$ cat src/sv/kdb_pkg.sv
// Shared types, codes and segment tables for the keypad, display and buzzer controller.
`default_nettype none
package kdb_pkg;

  typedef enum logic [1:0] {
    OP_TICK   = 2'd0,
    OP_KEY    = 2'd1,
    OP_BYTE   = 2'd2,
    OP_ANALOG = 2'd3
  } op_t;

  typedef enum logic [2:0] {
    CFG_DEBOUNCE   = 3'd0,
    CFG_HOLDOFF    = 3'd1,
    CFG_SAMPLE_INT = 3'd2,
    CFG_BEEP       = 3'd3,
    CFG_KEY_TONE   = 3'd4,
    CFG_RX_TONE    = 3'd5,
    CFG_DUTY_STEP  = 3'd6
  } cfg_idx_t;

  // Digit positions: high, middle, low
  localparam logic [1:0] DIG_HIGH = 2'd0;
  localparam logic [1:0] DIG_MID  = 2'd1;
  localparam logic [1:0] DIG_LOW  = 2'd2;

  localparam logic [4:0] KEY_ENT  = 5'd14;
  localparam logic [4:0] KEY_ESC  = 5'd15;
  localparam logic [4:0] KEY_UP   = 5'd16;
  localparam logic [4:0] KEY_DOWN = 5'd17;

  localparam logic [7:0] SEG_DOT = 8'h80;

  localparam logic [0:2][7:0] WORD_ENT  = {8'h79, 8'h54, 8'h78};
  localparam logic [0:2][7:0] WORD_ESC  = {8'h79, 8'h6D, 8'h39};
  localparam logic [0:2][7:0] WORD_UP   = {8'h50, 8'h23, 8'h44};
  localparam logic [0:2][7:0] WORD_DOWN = {8'h60, 8'h1C, 8'h42};

  typedef struct packed {
    logic       valid;
    logic [4:0] code;
  } key_t;

  function automatic logic [7:0] seg_hex(input logic [3:0] d);
    logic [7:0] s;
    case (d)
      4'd0:    s = 8'h3F;
      4'd1:    s = 8'h06;
      4'd2:    s = 8'h5B;
      4'd3:    s = 8'h4F;
      4'd4:    s = 8'h66;
      4'd5:    s = 8'h6D;
      4'd6:    s = 8'h7D;
      4'd7:    s = 8'h07;
      4'd8:    s = 8'h7F;
      4'd9:    s = 8'h6F;
      4'd10:   s = 8'h77;
      4'd11:   s = 8'h7C;
      4'd12:   s = 8'h39;
      4'd13:   s = 8'h5E;
      default: s = 8'h00;
    endcase
    return s;
  endfunction

  // Keypad layout: column by row
  function automatic logic [4:0] key_map(input logic [1:0] col, input logic [1:0] row);
    logic [4:0] k;
    case ({col, row})
      4'b00_00: k = 5'd1;
      4'b00_01: k = 5'd4;
      4'b00_10: k = 5'd7;
      4'b00_11: k = KEY_ENT;
      4'b01_00: k = 5'd2;
      4'b01_01: k = 5'd5;
      4'b01_10: k = 5'd8;
      4'b01_11: k = 5'd0;
      4'b10_00: k = 5'd3;
      4'b10_01: k = 5'd6;
      4'b10_10: k = 5'd9;
      4'b10_11: k = KEY_ESC;
      4'b11_00: k = 5'd10;
      4'b11_01: k = 5'd11;
      4'b11_10: k = 5'd12;
      4'b11_11: k = 5'd13;
      default:  k = 5'd0;
    endcase
    return k;
  endfunction

endpackage
`default_nettype wire

$ cat src/sv/kdb_key_decode.sv
// Keypad and push-button decoder: driven column plus row lines to a key code.
`default_nettype none
module kdb_key_decode (
  input  wire logic [3:0] column,
  input  wire logic [3:0] rows,
  input  wire logic       up,
  input  wire logic       down,
  output kdb_pkg::key_t   key
);

  logic [1:0] col;
  logic [1:0] row;

  always_comb begin
    case (column)
      4'b0001: col = 2'd0;
      4'b0010: col = 2'd1;
      4'b0100: col = 2'd2;
      default: col = 2'd3;
    endcase
  end

  // Highest row wins
  always_comb begin
    if (rows[3]) begin
      row = 2'd3;
    end else if (rows[2]) begin
      row = 2'd2;
    end else if (rows[1]) begin
      row = 2'd1;
    end else begin
      row = 2'd0;
    end
  end

  always_comb begin
    key.valid = (rows != 4'd0) | up | down;
    if (up) begin
      key.code = kdb_pkg::KEY_UP;
    end else if (down) begin
      key.code = kdb_pkg::KEY_DOWN;
    end else if (rows != 4'd0) begin
      key.code = kdb_pkg::key_map(col, row);
    end else begin
      key.code = 5'd0;
    end
  end

endmodule
`default_nettype wire

$ cat src/sv/keypad_display_buzzer_controller.sv
// Top level of the keypad, three-digit display and buzzer controller.
// Usage:
//   The in_ channel carries one item per beat: a timer tick, a keypad sample,
//   a received byte or an analog sample (in_op). Each item updates the
//   counters, scan position, display patterns or LED duty, as its kind asks,
//   in one pass and yields exactly one result beat on the out_ channel:
//   column drive, lit digit, its segments, buzzer level, duty, key/sample flags.
//   out_valid rises in the cycle after a beat is accepted. While the receiver
//   keeps up, throughput is one item per cycle; the state update is a single
//   combinational pass between the state registers and the output register.
//   When the receiver stalls, the output register holds its beat and
//   in_ready drops until the beat is taken; the state is not touched.
//   Reset (synchronous, rst_n low) loads the configuration defaults, clears
//   the counters, blanks the display, starts the scan at column 1 and the
//   low digit and empties the output register.
//   The cfg_ port writes one register per cycle with cfg_we; write it only
//   while no beat is in flight.
`default_nettype none
module keypad_display_buzzer_controller (
  input  wire logic        clk,
  input  wire logic        rst_n,
  // configuration
  input  wire logic        cfg_we,
  input  wire logic [2:0]  cfg_index,
  input  wire logic [15:0] cfg_wdata,
  // input channel
  input  wire logic        in_valid,
  output logic             in_ready,
  input  wire logic [1:0]  in_op,
  input  wire logic [3:0]  in_row_lines,
  input  wire logic        in_up_button,
  input  wire logic        in_down_button,
  input  wire logic [7:0]  in_byte_value,
  // result channel
  output logic             out_valid,
  input  wire logic        out_ready,
  output logic [3:0]       out_column_drive,
  output logic [2:0]       out_digit_enable,
  output logic [7:0]       out_segment_lines,
  output logic             out_buzzer_level,
  output logic [7:0]       out_duty_value,
  output logic             out_key_valid,
  output logic [4:0]       out_key_code,
  output logic             out_sample_taken
);

  // Configuration registers
  logic [15:0] debounce_ticks_r, holdoff_ticks_r, sample_int_r, beep_ticks_r;
  logic [7:0]  key_tone_r, rx_tone_r, duty_step_r;

  // Block state
  logic [15:0] debounce_left_r, debounce_left_nxt;
  logic [15:0] holdoff_left_r, holdoff_left_nxt;
  logic [15:0] beep_left_r, beep_left_nxt;
  logic [7:0]  tone_count_r, tone_count_nxt;
  logic [7:0]  tone_period_r, tone_period_nxt;
  logic        tone_level_r, tone_level_nxt;
  logic [3:0]  column_r, column_nxt;
  logic [1:0]  lit_r, lit_nxt;
  logic [7:0]  dig_r   [3];
  logic [7:0]  dig_nxt [3];
  logic        word_r, word_nxt;
  logic [7:0]  duty_r, duty_nxt;

  // Output register
  logic        out_valid_r;
  logic [3:0]  out_column_r;
  logic [2:0]  out_digit_r;
  logic [7:0]  out_seg_r;
  logic        out_buzz_r;
  logic [7:0]  out_duty_r;
  logic        out_kv_r;
  logic [4:0]  out_kc_r;
  logic        out_st_r;

  logic        in_fire;
  kdb_pkg::op_t op;
  kdb_pkg::key_t key;
  logic        key_take;
  logic [4:0]  key_code_out;
  logic        sample_take;

  // Decimal split of the byte value
  logic [1:0]  dec_h;
  logic [6:0]  dec_r;
  logic [14:0] dec_prod;
  logic [3:0]  dec_t;
  logic [3:0]  dec_o;
  logic [7:0]  seg_h, seg_t, seg_o;

  logic [7:0]  tone_inc;
  logic [8:0]  duty_sum;
  logic [7:0]  shift_mid, shift_low;
  logic [1:0]  lit_idx;

  // Accept a new beat whenever the output slot is free or draining
  assign in_ready = ~out_valid_r | out_ready;
  assign in_fire  = in_valid & in_ready;
  assign op       = kdb_pkg::op_t'(in_op);

  kdb_key_decode u_key (
    .column (column_r),
    .rows   (in_row_lines),
    .up     (in_up_button),
    .down   (in_down_button),
    .key    (key)
  );

  // Hundreds by compare and subtract; tens by reciprocal multiply (x*205)>>11
  always_comb begin
    if (in_byte_value >= 8'd200) begin
      dec_h = 2'd2;
      dec_r = 7'(in_byte_value - 8'd200);
    end else if (in_byte_value >= 8'd100) begin
      dec_h = 2'd1;
      dec_r = 7'(in_byte_value - 8'd100);
    end else begin
      dec_h = 2'd0;
      dec_r = in_byte_value[6:0];
    end
    dec_prod = 15'(dec_r) * 15'd205;
    dec_t    = dec_prod[14:11];
    dec_o    = 4'(dec_r - 7'(dec_t) * 7'd10);
    seg_h    = kdb_pkg::seg_hex({2'b00, dec_h});
    seg_t    = kdb_pkg::seg_hex(dec_t);
    seg_o    = kdb_pkg::seg_hex(dec_o);
  end

  assign key_take    = (op == kdb_pkg::OP_KEY) && (debounce_left_r == 16'd0) && key.valid;
  assign sample_take = (op == kdb_pkg::OP_ANALOG) && (holdoff_left_r == 16'd0);
  assign key_code_out = key_take ? key.code : 5'd0;
  assign tone_inc    = tone_count_r + 8'd1;
  assign duty_sum    = {1'b0, duty_r} + {1'b0, duty_step_r};
  // A digit after a word starts from a blank middle and low
  assign shift_mid   = word_r ? 8'h00 : dig_r[kdb_pkg::DIG_MID];
  assign shift_low   = word_r ? 8'h00 : dig_r[kdb_pkg::DIG_LOW];

  // Next state for one item
  always_comb begin
    debounce_left_nxt = debounce_left_r;
    holdoff_left_nxt  = holdoff_left_r;
    beep_left_nxt     = beep_left_r;
    tone_count_nxt    = tone_count_r;
    tone_period_nxt   = tone_period_r;
    tone_level_nxt    = tone_level_r;
    column_nxt        = column_r;
    lit_nxt           = lit_r;
    dig_nxt[0]        = dig_r[0];
    dig_nxt[1]        = dig_r[1];
    dig_nxt[2]        = dig_r[2];
    word_nxt          = word_r;
    duty_nxt          = duty_r;
    case (op)
      kdb_pkg::OP_TICK: begin
        if (debounce_left_r != 16'd0) begin
          debounce_left_nxt = debounce_left_r - 16'd1;
        end
        if (holdoff_left_r != 16'd0) begin
          holdoff_left_nxt = holdoff_left_r - 16'd1;
        end
        if (beep_left_r != 16'd0) begin
          beep_left_nxt = beep_left_r - 16'd1;
          if (tone_inc >= tone_period_r) begin
            tone_count_nxt = 8'd0;
            tone_level_nxt = ~tone_level_r;
          end else begin
            tone_count_nxt = tone_inc;
          end
        end else begin
          tone_level_nxt = 1'b0;
        end
        // Rotate column; restart at column 1 on a bad code
        case (column_r)
          4'b0001: column_nxt = 4'b0010;
          4'b0010: column_nxt = 4'b0100;
          4'b0100: column_nxt = 4'b1000;
          default: column_nxt = 4'b0001;
        endcase
        // Scan order high -> low -> middle -> high
        case (lit_r)
          kdb_pkg::DIG_HIGH: lit_nxt = kdb_pkg::DIG_LOW;
          kdb_pkg::DIG_MID:  lit_nxt = kdb_pkg::DIG_HIGH;
          default:           lit_nxt = kdb_pkg::DIG_MID;
        endcase
      end
      kdb_pkg::OP_KEY: begin
        if (key_take) begin
          debounce_left_nxt = debounce_ticks_r;
          holdoff_left_nxt  = holdoff_ticks_r;
          tone_period_nxt   = key_tone_r;
          beep_left_nxt     = beep_ticks_r;
          if (key.code < kdb_pkg::KEY_ENT) begin
            word_nxt   = 1'b0;
            dig_nxt[0] = shift_mid;
            dig_nxt[1] = shift_low;
            dig_nxt[2] = kdb_pkg::seg_hex(key.code[3:0]);
          end else begin
            word_nxt = 1'b1;
            case (key.code)
              kdb_pkg::KEY_ENT: begin
                dig_nxt[0] = kdb_pkg::WORD_ENT[0];
                dig_nxt[1] = kdb_pkg::WORD_ENT[1];
                dig_nxt[2] = kdb_pkg::WORD_ENT[2];
              end
              kdb_pkg::KEY_ESC: begin
                dig_nxt[0] = kdb_pkg::WORD_ESC[0];
                dig_nxt[1] = kdb_pkg::WORD_ESC[1];
                dig_nxt[2] = kdb_pkg::WORD_ESC[2];
              end
              kdb_pkg::KEY_UP: begin
                dig_nxt[0] = kdb_pkg::WORD_UP[0];
                dig_nxt[1] = kdb_pkg::WORD_UP[1];
                dig_nxt[2] = kdb_pkg::WORD_UP[2];
                duty_nxt   = duty_sum[8] ? 8'hFF : duty_sum[7:0];
              end
              default: begin
                dig_nxt[0] = kdb_pkg::WORD_DOWN[0];
                dig_nxt[1] = kdb_pkg::WORD_DOWN[1];
                dig_nxt[2] = kdb_pkg::WORD_DOWN[2];
                duty_nxt   = (duty_r > duty_step_r) ? duty_r - duty_step_r : 8'd0;
              end
            endcase
          end
        end
      end
      kdb_pkg::OP_BYTE: begin
        word_nxt         = 1'b1;
        dig_nxt[0]       = seg_h | kdb_pkg::SEG_DOT;
        dig_nxt[1]       = seg_t | kdb_pkg::SEG_DOT;
        dig_nxt[2]       = seg_o | kdb_pkg::SEG_DOT;
        holdoff_left_nxt = holdoff_ticks_r;
        tone_period_nxt  = rx_tone_r;
        beep_left_nxt    = beep_ticks_r;
      end
      default: begin
        if (sample_take) begin
          word_nxt         = 1'b1;
          dig_nxt[0]       = seg_h;
          dig_nxt[1]       = seg_t;
          dig_nxt[2]       = seg_o | kdb_pkg::SEG_DOT;
          holdoff_left_nxt = sample_int_r;
        end
      end
    endcase
  end

  assign lit_idx = (lit_nxt == 2'd3) ? kdb_pkg::DIG_LOW : lit_nxt;

  // Configuration writes
  always_ff @(posedge clk) begin
    if (!rst_n) begin
      debounce_ticks_r <= 16'd500;
      holdoff_ticks_r  <= 16'd3000;
      sample_int_r     <= 16'd500;
      beep_ticks_r     <= 16'd100;
      key_tone_r       <= 8'd4;
      rx_tone_r        <= 8'd2;
      duty_step_r      <= 8'd10;
    end else if (cfg_we) begin
      case (kdb_pkg::cfg_idx_t'(cfg_index))
        kdb_pkg::CFG_DEBOUNCE:   debounce_ticks_r <= cfg_wdata;
        kdb_pkg::CFG_HOLDOFF:    holdoff_ticks_r  <= cfg_wdata;
        kdb_pkg::CFG_SAMPLE_INT: sample_int_r     <= cfg_wdata;
        kdb_pkg::CFG_BEEP:       beep_ticks_r     <= cfg_wdata;
        kdb_pkg::CFG_KEY_TONE:   key_tone_r       <= cfg_wdata[7:0];
        kdb_pkg::CFG_RX_TONE:    rx_tone_r        <= cfg_wdata[7:0];
        kdb_pkg::CFG_DUTY_STEP:  duty_step_r      <= cfg_wdata[7:0];
        default: ;
      endcase
    end
  end

  // Advance state on each accepted beat
  always_ff @(posedge clk) begin
    if (!rst_n) begin
      debounce_left_r <= 16'd0;
      holdoff_left_r  <= 16'd0;
      beep_left_r     <= 16'd0;
      tone_count_r    <= 8'd0;
      tone_period_r   <= 8'd1;
      tone_level_r    <= 1'b0;
      column_r        <= 4'b0001;
      lit_r           <= kdb_pkg::DIG_LOW;
      dig_r[0]        <= 8'h00;
      dig_r[1]        <= 8'h00;
      dig_r[2]        <= 8'h00;
      word_r          <= 1'b0;
      duty_r          <= 8'd0;
    end else if (in_fire) begin
      debounce_left_r <= debounce_left_nxt;
      holdoff_left_r  <= holdoff_left_nxt;
      beep_left_r     <= beep_left_nxt;
      tone_count_r    <= tone_count_nxt;
      tone_period_r   <= tone_period_nxt;
      tone_level_r    <= tone_level_nxt;
      column_r        <= column_nxt;
      lit_r           <= lit_nxt;
      dig_r[0]        <= dig_nxt[0];
      dig_r[1]        <= dig_nxt[1];
      dig_r[2]        <= dig_nxt[2];
      word_r          <= word_nxt;
      duty_r          <= duty_nxt;
    end
  end

  // Output register: hold while stalled, load on accept
  always_ff @(posedge clk) begin
    if (!rst_n) begin
      out_valid_r <= 1'b0;
    end else if (in_fire) begin
      out_valid_r <= 1'b1;
    end else if (out_ready) begin
      out_valid_r <= 1'b0;
    end
  end

  always_ff @(posedge clk) begin
    if (in_fire) begin
      out_column_r <= column_nxt;
      out_digit_r  <= 3'b001 << lit_idx;
      out_seg_r    <= dig_nxt[lit_idx];
      out_buzz_r   <= tone_level_nxt;
      out_duty_r   <= duty_nxt;
      out_kv_r     <= key_take;
      out_kc_r     <= key_code_out;
      out_st_r     <= sample_take;
    end
  end

  assign out_valid         = out_valid_r;
  assign out_column_drive  = out_column_r;
  assign out_digit_enable  = out_digit_r;
  assign out_segment_lines = out_seg_r;
  assign out_buzzer_level  = out_buzz_r;
  assign out_duty_value    = out_duty_r;
  assign out_key_valid     = out_kv_r;
  assign out_key_code      = out_kc_r;
  assign out_sample_taken  = out_st_r;

endmodule
`default_nettype wire
$ cat config.mk
export PLATFORM = sky130hd
export DESIGN_NAME = keypad_display_buzzer_controller
export DESIGN_NICKNAME = d
export VERILOG_FILES = /design/src/sv/kdb_pkg.sv /design/src/sv/kdb_key_decode.sv /design/src/sv/keypad_display_buzzer_controller.sv
export SDC_FILE = /design/constraint.sdc
export NUM_CORES = 1
export LEC_CHECK = 0
export ABC_AREA = 1
export BUFFER_PORTS_ARGS = -buffer_cell sky130_fd_sc_hd__buf_2
export CAP_MARGIN = 25
export CELL_PAD_IN_SITES_DETAIL_PLACEMENT = 0
export CELL_PAD_IN_SITES_GLOBAL_PLACEMENT = 1
export CORE_UTILIZATION = 45
export DETAILED_ROUTE_END_ITERATION = 12
export PLACE_DENSITY_LB_ADDON = 0.2
export SYNTH_ARGS = -nofsm -noshare
export SYNTH_HDL_FRONTEND = slang
export SYNTH_SLANG_ARGS = --single-unit
export TNS_END_PERCENT = 100
$ cat constraint.sdc
create_clock -name clk -period 13.63 [get_ports clk]
set_input_delay 1.363 -clock clk [delete_from_list [all_inputs] [get_ports clk]]
set_output_delay 1.363 -clock clk [all_outputs]
set_load 0.02 [all_outputs]
; ---- Word level (Yosys, flattened, before mapping)
; Memory sizes are Yosys's and may differ from the RTL's.
; Index checks and enable logic that the tools add are counted.
[word_totals]
word_cells = 179
ff_bits = 200
romBits = 400
memories = 5
latchBits = 0
output_inout_bits = 33
ram_bits = 24
[op_classes]
eq_ne = 24
n_bitwise = 11
add_sub_neg = 9
shift = 1
mux = 62
order_cmp = 6
div_mod_pow = 0
n_mul = 2
n_reduce_logical = 33
[memory_table]
columns = memory, depth, word_bits, rd, rd_clocked_by_memory_dff, wr, line_no
row1 = (no name shown), 16, 7, 1, 0, 0, kdb_pkg.sv:46  ; case (d)
row2 = (no name shown), 16, 7, 1, 0, 0, kdb_pkg.sv:46
row3 = (no name shown), 16, 7, 1, 0, 0, kdb_pkg.sv:46
row4 = (no name shown), 16, 4, 1, 0, 0, kdb_pkg.sv:69  ; case ({col, row})
row5 = dig_r, 3, 8, 3, 0, 3, keypad_display_buzzer_controller.sv:60  ; logic [7:0] dig_r [3];
[ops]
columns = op, n
row1 = $mux W16, 7
row2 = $mux W8, 14
row3 = $pmux W16 S3, 2
row4 = $mux W24, 3
row5 = $pmux W24 S3, 1
row6 = $pmux W22 S3, 1
row7 = $reduce_bool A16 Y1, 3
row8 = $sub A16 B1 Y16 const B, 3
row9 = $logic_not A16 Y1, 2
row10 = $pmux W16 S2, 1
row11 = $pmux W8 S2, 2
row12 = $pmux W8 S4, 1
row13 = $bmux W8 S2, 1
row14 = $reduce_and A4 Y1, 4
row15 = $mul A7 B8 Y15 const B, 1
row16 = $mux W5, 3
row17 = $mux W1, 14
row18 = $mux W7, 2
row19 = $reduce_and A2 Y1, 7
row20 = $sub A7 B7 Y7 const B, 2
row21 = $pmux W4 S3, 1
row22 = $eq A2 B2 Y1 const B, 5
row23 = $eq A5 B4 Y1 const B, 2
row24 = $mux W2, 5
row25 = other kinds (37), 61

; ---- Depth between registers and ports, before layout
; Gate-level depths: netlist (run 1).
; An unclocked memory read counts as a cell.
[depth]
depth_word = 15
mapped_depth = 38

; ---- Modules after synthesis
; From an unflattened synthesis (run 1), not the netlist that was laid out.
[hier_totals]
hier_cells = 1977
hier_area_um2 = 14137.3
[by_module_without_submodules]
columns = module, cells_per_inst, n_inst, area_each_um2
row1 = keypad_display_buzzer_controller, 1920, 1, 13855.8
row2 = kdb_key_decode, 57, 1, 281.5

; ---- Worst setup path after synthesis (run 1)
; OpenSTA, ideal clock, no wires.
[synth_timing]
kind = input-to-reg
start = in in_byte_value[3]
end = reg out_seg_r[5] (netlist: out_segment_lines[5]), data pin
setup_slack_ns = 6.779
setup_time_ns = 0.252
t_arrival_ns = 6.599
path_stages = 31
cell_sequence = inv_1 ha_1 nand2_1 nand2_1 nand2_1 nand2_4 nand2_1 or2_2 a21oi_1 ha_1 ha_1 fa_1 inv_1 fa_1 inv_1 ha_1 nand2_1 nor4_1 nand4_1 nand2_1 xor2_2 inv_1 fa_1 clkbuf_1 inv_1 o21bai_1 nand3_1 nand3_1 nand2_1 nand2_1 nand2_1
[synth_via]
elab_chain_cells = 12
[synth_rtl]
columns = item, line_no
row1 = start: declaration, keypad_display_buzzer_controller.sv:33  ; input wire logic [7:0] in_byte_value,
row2 = $sub A7 B7 Y7 / $ge A8 B7 Y1 (equally long branches), "keypad_display_buzzer_controller.sv:116, keypad_display_buzzer_controller.sv:114"
row3 = $mux W7, keypad_display_buzzer_controller.sv:114  ; end else if (in_byte_value >= 8'd100) begin
row4 = $mux W7, keypad_display_buzzer_controller.sv:111  ; if (in_byte_value >= 8'd200) begin
row5 = $mul A7 B8 Y15, keypad_display_buzzer_controller.sv:121  ; dec_prod = 15'(dec_r) * 15'd205;
row6 = $mul A4 B3 Y3, keypad_display_buzzer_controller.sv:123  ; dec_o = 4'(dec_r - 7'(dec_t) * 7'd10);
row7 = $sub A4 B4 Y4, keypad_display_buzzer_controller.sv:123
row8 = $mem_v2 Z16 W7, --
row9 = $mux W24, keypad_display_buzzer_controller.sv:236  ; if (sample_take) begin
row10 = $pmux W24 S3 *, keypad_display_buzzer_controller.sv:153  ; case (op)
row11 = $bmux W8 S2 *, keypad_display_buzzer_controller.sv:321  ; out_seg_r <= dig_nxt[lit_idx];
row12 = $mux W8 (implied by the code) * (2 in a row), keypad_display_buzzer_controller.sv:321
row13 = end signal: assignment, keypad_display_buzzer_controller.sv:321
row14 = end: declaration, keypad_display_buzzer_controller.sv:69  ; logic [7:0] out_seg_r;
; Mark *: on every way between the ends. The rest lies on a longest branch, timed or not. The select of a mux whose other input is x is not followed.
; A chain may end at the register's enable or synchronous reset.

; ---- Worst setup path in the final report (run 1)
[layout_timing]
start = in in_byte_value[3]
end = reg out_seg_r[4] (netlist: out_segment_lines[4]), data pin
; Same word-level chain as after synthesis.

==> metrics, run 1 <==
fraction of registers with async set/reset=0%; Synth Area in Simple Gates=25.5%; Worst setup SP type=input port; Clock Latency Late Sink=570 ps; largest family of logic cells by synthesized area=simple AND/OR/NAND/NOR gates; # setup viols final=0; setup TNS=0 ps; Synth area leaders=dfxtp_1, edfxtp_1, nand2_1; syn_area_per_cell=7.34 um^2; Post-Synthesis Cells=1929; sequential fraction of the synthesis area=35.6%; area share of the largest cell type after synthesis=23.9%; Total GRT Usage=24.4%; layout cells sized above 1=11.1%; CTS clk-pin slew, worst paths=60 ps; Clock Tree Root=clkbuf_16; most frequent CP cell=nand2_1; CP max stage delay=500 ps; Filler Cells Inserted=3058; PortBufs=72; FF+latch count, synth=224; Critical Path RT=13930 ps; Final Cycle Share=50.8%; max_slew headroom=29.8%; EDFF count, synth=55; Peak VDD IR=151 uV; Worst Clk Skew=24.9 ps; pwr dens=170 mW/mm^2; Hold Buf Count CTS=0; Finished Cell Area=0.0159 mm^2; worst-path fanout max=8; Hold Violations, Final=0; CTS Buf Count=28; post_cts resized=0; violated checks=DRC; initial antenna violation count=0; via count=12900; Slew @ Worst Pin=1050 ps; Final #Nets=2126; adder-cell share of the synthesized area=9.68%; Initial Util=46.1%; Vias per Instance=5.37; first-pass GRT wire length=64.4 mm; most frequent cell after synthesis=nand2_1; Synth cell types=64; RSZ-0062 raised after global routing=no; HP Class=flip-flop to flip-flop; I/O pin count=73; RePlAce Congestion=0.871; core area=0.0307 mm^2; number of routed nets with antenna violations=0; Clock Sinks=224; Worst Setup Path Type=input port to flip-flop; final routed DRC violation total=4; total gr overflow=0; GR Util met2=40.6%; vias in the first global route=12300; 1st-pass router iterations=11; Syn-to-layout area delta=12.3%; fin. max-slew vios=0; multi-input logic area=0.00797 mm^2; Post-CTS Setup Bufs=0; multiplexer share of the synthesized area=0.141%; Rows=64; total power=2.71 mW; post-synthesis xor/xnor area fraction=2.59%; synth cell count leaders=nand2_1, nor2_1, inv_1; WL per Instance=16.4 um; Placement Cell Area=0.0148 mm^2; H-tree levels=1; routing usage on met1=33.9%; Max Clk Rate=144 MHz; CTS max path bufs=3; largest net degree at the start of global routing=86; layer with the highest usage=met2; Die Footprint=0.0322 mm^2; syn nets=2072; static leakage=7.38 nW; area leader, netlist=dfxtp_1; 1st-iter DRT viols=829; Maximum Capacitance Violations=0; CP endpoint kind=flip-flop; WP data arrival=7230 ps; Detailed Route WL=39.3 mm; synth warn=0; antenna diode count=0; placed wire-length estimate=28.0 mm; register area=0.00503 mm^2; synthesized area=0.0142 mm^2; status=complete, but fails checks; reg2reg setup slack=10220 ps; Synth Flop Type=dfxtp_1; area fraction in compound gates after synthesis=18.4%; width of the die=179 um; slowest CP cell=fa_1; Min Clock Period, post-route=6930 ps; Hold Slack=450 ps; TritonCTS clock tree=yes; M3 GR Usage=2.61%; die height=179 um
cell families (layout without fill, tap and decap cells):
logic type / count (synthesis) / in the layout
AOI/OAI and AO/OA: 467 / 467
and+or+nand+nor: 795 / 795
muxes: 2 / 2
buffers and inverters: 297 / 373
adders and majority gates: 103 / 103
xor gates and xnor gates: 41 / 41
DFF: 224 / 224
worst paths after layout:
path,depth (start not counted),from,end
worst max-delay path,32,in_byte_value[3],out_segment_lines[4]
worst min-delay path,2,sample_int_r[4],sample_int_r[4]
worst max register to register,14,debounce_left_r[0],beep_left_r[11]
worst min register to register,2,sample_int_r[4],sample_int_r[4]
placed cells by master, fill, tap and decap left out, types with 12 or more instances in the layout:
cell type,n
o22ai_1,12
o21ai_0,178
xor2_1,31
edfxtp_1,55
o211ai_1,19
dfxtp_1,169
nand2_2,17
nand3_1,98
nor2_1,229
a21oi_1,160
a22oi_1,14
nor3_1,16
o21ai_1,14
buf_4,13
inv_1,217
buf_2,72
nand2_1,367
clkbuf_16,32
nand2_4,14
ha_1,92
a31oi_1,26
worst max-delay path, delay by kind of cell:
kind	cells	cell delay [ps]
fa+ha+maj	7	2530
simple gates	12	1040
xor+xnor	3	860
compound gates	4	740
buf+inv	6	690
routing by layer:
layer,share of wire (%),vias up
met5,0,-
met4,1.9,0
met3,4.3,55
met2,45,287
met1,49,6040
li1,-,6520
layout make-up:
class | instances | area share, %
multi-input combinational | 1408 | 50.1
inverter | 235 | 5.57
clock inverter | 17 | 1.35
clock buffer | 35 | 5.23
sequential | 224 | 31.7
timing repair buffer | 86 | 2.95
tap | 396 | 3.12
registers in the layout, indices dropped and copies added, names as in the netlist, 4 cells and up:
name,flops
rx_tone_r,8
duty_r,8
out_duty_value,8
sample_int_r,16
out_segment_lines,8
beep_ticks_r,16
holdoff_ticks_r,16
out_key_code,5
key_tone_r,8
holdoff_left_r,16
debounce_ticks_r,16
tone_count_r,8
out_column_drive,4
column_r,4
beep_left_r,16
tone_period_r,8
debounce_left_r,16
dig_r,24
duty_step_r,8
per-stage QoR:
| stage | cells | setup slack (ps) | util, % |
|---|---|---|---|
| CTS | 2400 | 6720 | 51.7 |
| finish | 2401 | 6700 | 51.7 |
| global placement | 2348 | 6280 | 48.3 |
| global route | 2401 | 6090 | 51.7 |
| detailed placement | 2348 | 6160 | 48.3 |
| floorplan | 1929 | 6780 | - |
power breakdown:
part           internal, mW  leakage (nW)  switching [mW]
sequential            0.744          1.95          0.0308
combinational         0.386          4.92           0.728
clock                 0.497         0.507           0.325
total                  1.63          7.38            1.08
Note: power is estimated with default switching activity, not from simulation.
==> inputs of run 2 (changes only) <==
clock period = 7.06 ns   (was 13.63 ns; I/O delays follow)
==> run 2 against run 1 <==
Compared with the run above: first-iteration DRC count is 12% higher; sequential power is 94% higher; largest cell class unchanged; non-clock buffer count is 3 higher; the run now ends clean; highest routed layer unchanged.
==> metrics, run 2 (synthesis results as in run 1) <==
layout cells sized above 1=11.0%; Hold Buf Count CTS=0; Initial Util=46.1%; Die Footprint=0.0322 mm^2; initial antenna violation count=0; TritonCTS clock tree=yes; Vias per Instance=5.34; Largest Register=dig_r; PnR worst setup slack=725 ps; # setup viols final=0; worst-path fanout max=8; Rows=64; Post-CTS Setup Bufs=0; post-place setup slack=201 ps; Min Clock Period, post-route=6340 ps; first-pass GRT wire length=64.7 mm; Detailed Route WL=39.5 mm; Worst Clk Skew=15.3 ps; RePlAce Congestion=0.862; Slew @ Worst Pin=877 ps; Clock Tree Root=clkbuf_16; commonest non-fill, non-tap cell in the layout=nand2_1; Max Clk Rate=158 MHz; Final Core Density=51.5%; post_cts resized=0; pwr dens=322 mW/mm^2; status=finished clean; I/O pin count=73; CTS clk-pin slew, worst paths=60 ps; CTS max path bufs=3; CP max stage delay=510 ps; die height=179 um; setup TNS=0 ps; Critical Path RT=7340 ps; final routed DRC violation total=0; via count=12800; WP data arrival=6620 ps; HP Class=input port to flip-flop; Syn-to-layout area delta=11.8%; CTS Buf Count=27; Final #Nets=2128; Worst Setup Path Type=input port to flip-flop; PortBufs=72; number of routed nets with antenna violations=0; CP endpoint kind=flip-flop; Total GRT Usage=24.6%; WL per Instance=16.4 um; Hold Slack=444 ps; Final Cycle Share=89.7%; antenna diode count=0; fin. max-slew vios=0; slowest CP cell=fa_1; Clock Latency Late Sink=560 ps; Hold Violations, Final=0; 1st-iter DRT viols=928; core area=0.0307 mm^2; total gr overflow=0; vias in the first global route=12300; most frequent CP cell=nand2_1; max_slew headroom=41.2%; Maximum Capacitance Violations=0; Peak VDD IR=261 uV; H-tree levels=1; placed wire-length estimate=27.7 mm; largest net degree at the start of global routing=86; most frequent cells in the layout=nand2_1, nor2_1, inv_1; Largest register FFs=24; Worst setup SP type=input port; RSZ-0062 raised after global routing=no; 1st-pass router iterations=7; static leakage=7.36 nW; width of the die=179 um; Clock Sinks=224
[run 2: changes by cell type in the layout (fill, tap and decap cells not counted), moves of 2 or more]
cell and change:
clkinv_2 +3, bufinv_16 -2, buf_4 +2, clkbuf_8 +3, clkbuf_16 -2, clkinv_4 -2
inv_6 -3, clkbuf_1 +2
[run 2: worst max-delay path: cells and delay by family]
family | cells | cell delay (ps)
AO/OA/AOI/OAI | 1 | 280
XOR/XNOR | 2 | 650
adder cells (fa/ha/maj) | 7 | 2470
buffers and inverters | 6 | 690
AND/OR/NAND/NOR | 16 | 1810
[run 2: power by group]
| part | switching [mW] | total [mW] | internal (mW) |
|---|---|---|---|
| combinational | 1.41 | 2.15 | 0.748 |
| sequential | 0.0595 | 1.50 | 1.44 |
| clock | 0.593 | 1.45 | 0.861 |
[run 2: layout make-up]
| type | count | area [um^2] |
|---|---|---|
| clock buffer | 38 | 831 |
| clock inverter | 12 | 105 |
| fill | 3098 | 14900 |
| inverter | 235 | 886 |
| multi-input combinational | 1408 | 7970 |
| sequential | 224 | 5030 |
| tap | 396 | 495 |
| timing repair buffer | 89 | 512 |
[run 2: metal layers]
metal  track usage [%]  vias up  part of all wire [%]  wire length, um
met3              3.28       44                   5.0             1990
met1              33.7     5965                    48            18900
li1                  -     6537                     -                -
met5                 0        -                     0                0
met4              6.03        0                   1.8              727
met2              41.0      281                    45            17800
[run 2: path summary, 6_finish.rpt]
kind	startpoint	end	slack [ps]	cells past startpoint
worst max-delay path	in_byte_value[3]	out_segment_lines[0]	720	32
worst min-delay path	cfg_wdata[11]	holdoff_ticks_r[11]	440	3
worst max register to register	debounce_left_r[0]	beep_left_r[11]	3650	14
worst min register to register	sample_int_r[4]	sample_int_r[4]	450	2
[run 2: metrics by stage]
step                area [um^2]  cells  power (mW)
detailed placement        14900   2350        3.64
global placement          14900   2349        3.63
CTS                       15800   2400        5.12
finish                    15800   2402        5.10
global route              15800   2402        5.52
floorplan                 14200   1929        3.17
==> inputs of run 3 (changes only) <==
ABC_AREA = unset   (was 1)
BUFFER_PORTS_ARGS = -buffer_cell sky130_fd_sc_hd__clkbuf_2   (was -buffer_cell sky130_fd_sc_hd__buf_2)
==> run 3 against run 2 <==
Compared with the run above: synthesized cell count down 10%; sequential power barely moved; final cell count decreased by 7.3%; register-to-register slack got worse by 870 ps; non-clock buffer count up 52; first-iteration DRC count grew 1.8%; synthesized area shrank 1.3%.
==> metrics, run 3 <==
Critical Path RT=7360 ps; pwr dens=326 mW/mm^2; Slew @ Worst Pin=1170 ps; Final #Nets=1953; Hold Slack=386 ps; CTS Buf Count=27; Worst Clk Skew=19.7 ps; Final Cycle Share=96.6%; Sequential Power Share=28.7%; most frequent cells in the layout=nand2_1, dfxtp_1, a21oi_1; WL per Instance=18.0 um; hold path start=in_valid; H-tree levels=1; status=finished clean; PortBufs=72; multi-input logic area=0.00836 mm^2; Worst Setup Path Type=input port to flip-flop; # setup viols final=0; RePlAce Congestion=0.890; static leakage=6.58 nW; Synth cell types=92; synthesized area=0.0140 mm^2; Clock Latency Late Sink=550 ps; placed wire-length estimate=27.6 mm; area leader, netlist=dfxtp_1; register area=0.00503 mm^2; Initial Util=45.7%; width of the die=178 um; Peak VDD IR=195 uV; Clock Tree Root=clkbuf_16; Placement Cell Area=0.0151 mm^2; CTS max path bufs=3; Post-Synthesis Cells=1730; sequential fraction of the synthesis area=36.0%; core area=0.0306 mm^2; Min Clock Period, post-route=6820 ps; CP endpoint kind=flip-flop; area share of the largest cell type after synthesis=24.2%; Clock Sinks=224; antenna diode count=0; Largest Register=dig_r; Max Clk Rate=147 MHz; Total GRT Usage=25.4%; max_slew headroom=21.9%; 1st-pass router iterations=5; CTS clk-pin slew, worst paths=60 ps; Worst Setup SP=in_byte_value[2]; vias in the first global route=11800; number of routed nets with antenna violations=0; synth warn=0; 1st-iter DRT viols=945; Largest register FFs=24; Vias per Instance=5.66; most frequent cell after synthesis=nand2_1; EDFF count, synth=55; Die Footprint=0.0318 mm^2; commonest non-fill, non-tap cell in the layout=nand2_1; Finished Cell Area=0.0161 mm^2; via count=12600; worst-path fanout max=3; switching share of power=37.1%; TritonCTS clock tree=yes; final routed DRC violation total=0; initial antenna violation count=0; WP data arrival=7120 ps; Syn-to-layout area delta=14.9%; Synth area leaders=dfxtp_1, edfxtp_1, nand2_1; fin. max-slew vios=0; slowest CP cell=or4b_4; Synth Flop Type=dfxtp_1; HP Class=input port to flip-flop; Pint=3.30 mW; Hold Violations, Final=0; most frequent CP cell=ha_1; die height=178 um; I/O pin count=73; Rows=64; total gr overflow=0; largest net degree at the start of global routing=85; syn nets=1873; layout cells sized above 1=13.6%; Gate power share=44.3%; Detailed Route WL=40.1 mm; CP max stage delay=540 ps; dpl cells=2171; FF+latch count, synth=224; syn_area_per_cell=8.08 um^2; R2R Path Start=column_r[0]; fraction of registers with async set/reset=0%; Maximum Capacitance Violations=0; Filler Cells Inserted=2965; first-pass GRT wire length=64.0 mm; fin cells=2227; Net Switching=1.94 mW; synth cell count leaders=nand2_1, dfxtp_1, a21oi_1; Worst setup SP type=input port; Clock power frac=27.0%
-- run 3: logic make-up (layout without fill, tap and decap cells) --
logic type               Yosys count  count (layout)  synth area share (%)
XOR/XNOR                          33              33                  2.12
buffers and inverters            180             281                  5.09
AO/OA/AOI/OAI                    465             465                  21.5
adder cells (fa/ha/maj)          103             103                  9.81
AND/OR/NAND/NOR                  683             683                  22.1
flip-flops                       224             224                  36.0
multiplexers                      42              42                  3.40
-- run 3: stage by stage --
stage          total power, mW  setup TNS, ps  util (%)  setup slack (ps)
6_report                  5.24              0      52.5               241
5_1_grt                   5.61          -47.1      52.5             -19.0
4_1_cts                   5.22              0      52.2               170
3_5_place_dp              3.79          -4350      49.2              -387
3_3_place_gp              3.75          -2380      49.1              -250
2_1_floorplan             3.16          -2510         -              -329
-- run 3: layout make-up --
cell class / count / area share [%]
Clock buffer: 37 / 4.84
Tap cell: 396 / 3.08
Inverter: 90 / 2.22
Timing Repair Buffer: 141 / 5.71
Sequential cell: 224 / 31.3
Multi-Input combinational cell: 1326 / 52.0
Clock inverter: 13 / 0.794
-- run 3: final timing paths --
check                                            end  slack (ps)  depth (start not counted)
worst max register to register  out_segment_lines[3]        2780                         14
worst min-delay path                       out_valid         390                          3
worst min register to register  debounce_ticks_r[14]         450                          2
worst max-delay path            out_segment_lines[3]         240                         31
-- run 3: power by group through the flow --
stage          sequential (mW)  clock [mW]  combinational [mW]
2_1_floorplan             1.54           0                1.62
3_3_place_gp              1.53           0                2.22
3_5_place_dp              1.53           0                2.26
4_1_cts                   1.50        1.44                2.28
5_1_grt                   1.52        1.50                2.59
6_report                  1.51        1.41                2.32
-- run 3: routing by layer --
metal,wire length (um),track usage [%]
met5,0,0
met2,18400,41.2
met3,2100,3.50
met1,18800,35.5
met4,761,6.00
-- run 3: repair_timing --
item	4_1_cts	5_1_grt
resized for setup	0	11
hold buffers	0	0
buffers inserted	0	5
setup endpoints to repair	0	14
-- run 3: critical path, delay by kind of cell --
family	cells	cell delay (ps)
adder cells (fa/ha/maj)	8	2240
AND/OR/NAND/NOR	6	1630
AO/OA/AOI/OAI	8	1290
buffers and inverters	6	680
multiplexers	2	360
XOR/XNOR	1	200
